==> config.mk <==
export PLATFORM = sky130hd
export DESIGN_NAME = btnf_out_reg
export DESIGN_NICKNAME = d
export VERILOG_FILES = /design/src/hdl/boundary_tag_next_fit_allocator_defines.svh /design/src/hdl/btnf_pkg.sv /design/src/hdl/btnf_out_reg.sv
export SDC_FILE = /design/constraint.sdc
export NUM_CORES = 1
export LEC_CHECK = 0
export ABC_AREA = 1
export BUFFER_PORTS_ARGS = -buffer_cell sky130_fd_sc_hd__buf_2
export CAP_MARGIN = 20
export CORE_MARGIN = 2
export CORE_UTILIZATION = 40
export DETAILED_ROUTE_END_ITERATION = 12
export GPL_TIMING_DRIVEN = 0
export HOLD_SLACK_MARGIN = 0.05
export PLACE_DENSITY_LB_ADDON = 0.1
export SLEW_MARGIN = 20
export SYNTH_ARGS = -nofsm -noshare
export SYNTH_HDL_FRONTEND = slang
export SYNTH_SLANG_ARGS = --single-unit
==> constraint.sdc <==
create_clock -name clk -period 1.1 [get_ports clk]
set_input_delay 0.22 -clock clk [delete_from_list [all_inputs] [get_ports clk]]
set_output_delay 0.22 -clock clk [all_outputs]
set_load 0.02 [all_outputs]
==> src/hdl/boundary_tag_next_fit_allocator_defines.svh <==
// Assertion macros shared by the allocator RTL.
`ifndef BOUNDARY_TAG_NEXT_FIT_ALLOCATOR_DEFINES_SVH
`define BOUNDARY_TAG_NEXT_FIT_ALLOCATOR_DEFINES_SVH

// Property that must hold at every clock edge outside reset.
`define BTNF_CHECK(lbl, expr, msg) \
  lbl: assert property (@(posedge clk) disable iff (!rst_n) (expr)) else $error(msg);

// Antecedent in one cycle implies consequent in the next.
`define BTNF_CHECK_NEXT(lbl, ante, cons, msg) \
  lbl: assert property (@(posedge clk) disable iff (!rst_n) (ante) |=> (cons)) else $error(msg);

`endif

==> src/hdl/btnf_pkg.sv <==
// Package: command and status codes and the result item type.
`default_nettype none
package btnf_pkg;

  typedef enum logic [1:0] {
    CMD_INIT  = 2'd0,
    CMD_ALLOC = 2'd1,
    CMD_FREE  = 2'd2,
    CMD_NOP   = 2'd3
  } command_t;

  typedef enum logic [1:0] {
    ST_OK      = 2'd0,
    ST_NO_HEAP = 2'd1,
    ST_ZERO    = 2'd2,
    ST_NO_INIT = 2'd3
  } status_t;

  typedef struct packed {
    logic [15:0] payload_offset;
    status_t     status;
  } out_item_t;

endpackage
`default_nettype wire

==> src/hdl/btnf_out_reg.sv <==
// Result output register: holds one item until the receiver takes it.
`default_nettype none
module btnf_out_reg (
  input  wire logic                clk,
  input  wire logic                rst_n,
  input  wire logic                push,
  input  wire btnf_pkg::out_item_t item,
  output logic                     ready,
  output logic                     out_valid,
  input  wire logic                out_stall,
  output logic [15:0]              out_payload_offset,
  output btnf_pkg::status_t        out_status
);
  import btnf_pkg::*;

  logic      valid_r;
  out_item_t data_r;

  assign ready = !valid_r || !out_stall;

  always_ff @(posedge clk) begin
    if (!rst_n) begin
      valid_r <= 1'b0;
    end else if (push) begin
      valid_r <= 1'b1;
    end else if (!out_stall) begin
      valid_r <= 1'b0;
    end
    if (push) begin
      data_r <= item;
    end
  end

  assign out_valid          = valid_r;
  assign out_payload_offset = data_r.payload_offset;
  assign out_status         = data_r.status;
endmodule
`default_nettype wire
==> results of run 1 <==
## area by class of cell
type / count / share of cell area [%]
flip-flops and latches: 19 / 66.7
repair buffers: 41 / 25.1
clock buffers: 3 / 2.67
well taps: 15 / 2.23
multi-input cells: 2 / 1.78
inverters: 2 / 0.892
clock inverters: 1 / 0.594
## power groups by stage
stage | Combinational (mW) | Clock [mW] | Sequential (mW)
floorplan | 0.00752 | 0 | 0.959
global placement | 0.179 | 0 | 0.881
detailed placement | 0.181 | 0 | 0.882
CTS | 0.181 | 0.347 | 0.866
global route | 0.191 | 0.375 | 0.869
finish | 0.181 | 0.332 | 0.865
## sequential cells by signal, summed over array words and instances, names as in the netlist
signal,cells
out_valid,1
out_status,2
out_payload_offset,16
## per-stage QoR
step / power (mW) / instances / area [µm²]
2_1_floorplan: 0.967 / 23 / 583
3_3_place_gp: 1.06 / 79 / 807
3_5_place_dp: 1.06 / 79 / 807
4_1_cts: 1.39 / 83 / 836
5_1_grt: 1.44 / 83 / 842
6_report: 1.38 / 83 / 842
## worst max path at each step
| stage | to | slack, ns | cells past startpoint |
|---|---|---|---|
| after CTS | ready | 0.02 | 2 |
| after global placement | out_status[0] | 0.19 | 1 |
| after global routing | out_payload_offset[0] | -0.0007 | 1 |
| after detailed placement | out_payload_offset[5] | 0.18 | 1 |
| final | out_payload_offset[0] | 0.04 | 1 |
| after floorplan | ready | 0.30 | 1 |
## cell usage after synthesis (all sizes together)
library cell / n
a21oi: 1
dfxtp: 1
edfxtp: 18
inv: 2
nand2: 1
## layer usage
metal / up-vias / part of all wire (%) / track usage (%) / wire length (µm)
met5: - / 0 / 0 / 0
met4: 0 / 0 / 5.63 / 0
met3: 0 / 13 / 4.74 / 120
met2: 27 / 53 / 19.1 / 489
met1: 164 / 34 / 9.01 / 309
li1: 176 / - / - / -
## logic make-up (layout without fill, tap and decap cells)
kind of cell,count (synthesis),in the layout
flip-flops,19,19
AND/OR/NAND/NOR,1,1
AO/OA/AOI/OAI,1,1
buffers and inverters,2,47
## timing repair
action,4_1_cts,5_1_grt
gates resized for setup,1,2
hold endpoints to repair,0,0
endpoints found under the setup margin,1,2
pin swaps,0,0
==> run metrics, run 1 <==
smallest hold slack=0.0975 ns; final max-slew violation count=0; area occupied by registers=562 µm²; CP Data Arrival Time=0.84 ns; Mapped Area=583 µm²; internal power component=1.05 mW; commonest non-fill, non-tap cells in the layout=40 x buf_2, 18 x edfxtp_1, 3 x clkbuf_4; wire length of the first global-routing pass=1340 µm; cell at the slowest stage of the critical path=edfxtp_1; number of diodes added for antenna fixing=0; maximum clock frequency=944 MHz; relative contribution of sequential cells to total power=62.8%; clock tree from TritonCTS=done; post-route antenna net violation count=0; proportion of total power due to net switching=23.5%; site row count=13; Post-DP HPWL=720 µm; drt pass-1 iters=1; combined area of the multi-input logic cells=15.0 µm²; effective utilization at floorplan=43.7%; vias after detailed routing=367; All-Layer GR Usage=10.4%; Total Die Area=1780 µm²; Clock Tree Buf Depth=2; die extent in x=42.2 µm; share of total power in the clock network=24.1%; critical path startpoint=out_payload_offset[0]; average vias per placed instance=4.42; startpoint of the most critical hold path=item[16]; most frequent standard cell in the layout excluding fill and tap cells=buf_2; syn_nets=45; via count of the first global-routing pass=347; pin count of the biggest net entering global routing=20; clock-pin slew on the worst setup and hold paths=0.10 ns; number of buffers and inverters on the critical path=1; final global-route overflow total=0; Worst Reg-to-Reg Cells=2; Layout Area Growth over Synthesis=44.4%; Core Util, Final=63.1%; cell accounting for the most synthesized area=edfxtp_1; max_slew headroom=73.9%; fill count=121; global placement routability congestion=0.602; worst-path fanout max=1; setup TNS after final layout=0 ns; endpoints failing setup=0; synthesized-area fraction occupied by xor and xnor cells=0%; routed wirelength normalized by instance count=11.1 µm; adder-cell share of the synthesized area=0%; violation count after the first detailed-route iteration=0; number of placed I/O pins=42; share of the synthesized area in the top cell type=92.7%; clock insertion delay at the later pin of the skew report=0.29 ns; number of buffers inserted by port buffering=41; Synth Area per Inst=25.4 µm²; max-cap violation count=0; proportion of layout cells with a drive suffix above 1=70.6%; number of flip-flops and latches in the synthesized netlist=19; worst slack after detailed placement=0.175 ns; Hold Path Depth=1; Worst Clk Skew=0 ns; nets@finish=91; worst-case setup margin in the final layout=0.0412 ns; cell family with most CP delay=flip-flops; Synth area leaders=edfxtp_1 93%, dfxtp_1 3.4%, a21oi_2 1.5%; library cells used by synthesis=5; simple logic cell fraction of the synthesized area=1.07%; chain of cells forming the critical path=buf_2; final count of hold timing violations=0; Pleak=0.381 nW; result of the run=completed; count of hold buffers inserted by post-cts repair=0; detailed-route DRC error count=0; FF-to-FF setup slack=0.52 ns; mux share of post-synthesis cell area=0%; chip height=42.2 µm; CTS H-tree lvls=1; destination of the worst register-to-register timing path=out_valid; reg2reg start=out_valid; Worst IR Drop VDD=0.809 mV; Seq/Total Area, Yosys=96.1%; dominant combinational cell family by area after synthesis=compound AO/OA/AOI/OAI gates; Floorplan Core Area=1330 µm²; classification of the worst setup path=flip-flop to primary output; detailed-route wire length=919 µm; class of the worst hold path=input pin to flip-flop; number of buffers added by the clock tree synthesis step=3; Power Density=1640 nW/µm²; Final period util=96.3%; crit path time final=1.06 ns; highest cell delay on the worst timing path=0.38 ns; Post-CTS Setup Inserts=0; Endpoint, Worst Hold=out_payload_offset[14]; net switching component of the power=0.324 mW; CP endpoint kind=primary output; Critical Path Start Type=flip-flop; YS warnings=0; count of mapped cells out of synthesis=23; actual slew at the worst max-slew pin=0.392 ns; unrepaired setup endpoints after global routing=true; total number of clock tree sinks=19; initial antenna violation count=0; post-synthesis compound-gate area fraction=1.50%; buffer type at the clock tree root=clkbuf_4; combinational group share of total power=13.1%; critical path data required time=0.88 ns
(Power assumes the default switching activity.)
==> inputs of run 2 (changes only) <==
--- a/config.mk
+++ b/config.mk
@@ -12,7 +12,7 @@
 export CORE_UTILIZATION = 40
 export DETAILED_ROUTE_END_ITERATION = 12
 export GPL_TIMING_DRIVEN = 0
-export HOLD_SLACK_MARGIN = 0.05
+export HOLD_SLACK_MARGIN = 0.12
 export PLACE_DENSITY_LB_ADDON = 0.1
 export SLEW_MARGIN = 20
 export SYNTH_ARGS = -nofsm -noshare
==> run metrics, run 2 (synthesis results as in run 1) <==
post-route antenna net violation count=0; detailed-route DRC error count=0; clock-pin slew on the worst setup and hold paths=0.10 ns; number of buffers and inverters on the critical path=1; setup TNS after final layout=0 ns; Pleak=0.458 nW; clock insertion delay at the later pin of the skew report=0.29 ns; worst-path fanout max=1; cell area after layout=1030 µm²; highest cell delay on the worst timing path=0.42 ns; number of buffers inserted by port buffering=41; buffer type at the clock tree root=clkbuf_4; proportion of layout cells with a drive suffix above 1=55.8%; Critical Path Start Type=flip-flop; area occupied by registers=562 µm²; Clock Tree Buf Depth=2; CP Data Arrival Time=0.85 ns; final global-route overflow total=0; maximum clock frequency=932 MHz; met3 Use GR=4.31%; max-cap violation count=0; number of diodes added for antenna fixing=0; actual slew at the worst max-slew pin=0.403 ns; result of the run=completed; CP endpoint kind=primary output; Worst IR Drop VDD=0.889 mV; instance area at placement=807 µm²; All-Layer GR Usage=13.9%; critical path data required time=0.88 ns; Power Density=1400 nW/µm²; final count of hold timing violations=0; global placement routability congestion=0.602; number of placed I/O pins=42; chain of cells forming the critical path=buf_6; violation count after the first detailed-route iteration=5; clock tree from TritonCTS=done; pin count of the biggest net entering global routing=20; most frequent standard cell in the layout excluding fill and tap cells=buf_2; initial antenna violation count=0; Final period util=97.5%; detailed-route wire length=1250 µm; Layout Area Growth over Synthesis=76.4%; combined area of the multi-input logic cells=15.0 µm²; met1 Track Usage GR=14.2%; fill count=92; peak-usage layer in the global routing report=met2; class of the worst hold path=input pin to flip-flop; Total Die Area=1780 µm²; max_slew headroom=73.2%; number of buffers added by the clock tree synthesis step=3; cell family with most CP delay=flip-flops; commonest non-fill, non-tap cells in the layout=39 x buf_2, 18 x dlygate4sd3_1, 18 x edfxtp_1; number of flip-flops under the largest register name=16; via count of the first global-routing pass=429; Post-DP HPWL=720 µm; CTS H-tree lvls=1; endpoints failing setup=0; classification of the worst setup path=flip-flop to primary output; die extent in x=42.2 µm; routed wirelength normalized by instance count=12.4 µm; wire length of the first global-routing pass=1810 µm; total number of clock tree sinks=19; Floorplan Core Area=1330 µm²; effective utilization at floorplan=43.7%; Worst Clk Skew=0 ns; vias after detailed routing=440; chip height=42.2 µm; average vias per placed instance=4.36; Post-CTS Setup Inserts=0; met2 capacity usage during global routing=26.8%; drt pass-1 iters=2; crit path time final=1.07 ns; final max-slew violation count=0; nets@finish=109; unrepaired setup endpoints after global routing=true; site row count=13; cell at the slowest stage of the critical path=edfxtp_1
run 2: report_power, final:
group | internal [mW] | switching [mW] | leakage, nW
Sequential | 0.853 | 0.0139 | 0.185
Clock | 0.135 | 0.198 | 0.0177
Combinational | 0.112 | 0.126 | 0.256
Total | 1.10 | 0.338 | 0.458
run 2: layout make-up:
type / instances / area share (%)
clock buffers: 3 / 2.19
clock inverters: 1 / 0.487
inverters: 2 / 0.730
multi-input cells: 2 / 1.46
flip-flops and latches: 19 / 54.6
well taps: 15 / 1.82
repair buffers: 59 / 38.7
run 2: per-layer routing:
layer / share of wire, % / vias up
met2: 55 / 25
met3: 7.3 / 0
met5: 0 / -
li1: - / 214
met4: 0 / 0
met1: 38 / 201
run 2: repair_timing:
item / CTS / global route
endpoints found under the setup margin: 1 / 2
pin swaps: 0 / 0
hold endpoints to repair: 18 / 0
hold buffers: 18 / 0
gates resized for setup: 1 / 4
run 2: path summary, 6_finish.rpt:
| kind | startpoint | to | slack [ns] | depth (start not counted) |
|---|---|---|---|---|
| worst min register to register | out_valid | out_valid | 0.49 | 2 |
| worst max register to register | out_valid | out_valid | 0.53 | 2 |
| worst max-delay path | out_payload_offset[0] | out_payload_offset[0] | 0.03 | 1 |
| worst min-delay path | rst_n | out_valid | 0.14 | 3 |
run 2: stage by stage:
| step | power (mW) | util [%] | std cells | setup slack (ns) | hold WS, ns |
|---|---|---|---|---|---|
| 2_1_floorplan | 0.967 | - | 23 | 0.300 | 0.319 |
| 3_3_place_gp | 1.06 | 60.5 | 79 | 0.186 | 0.397 |
| 3_5_place_dp | 1.06 | 60.5 | 79 | 0.175 | 0.398 |
| 4_1_cts | 1.44 | 76.2 | 101 | 0.0170 | 0.140 |
| 5_1_grt | 1.50 | 77.1 | 101 | -0.0288 | 0.146 |
| 6_report | 1.44 | 77.1 | 101 | 0.0273 | 0.144 |
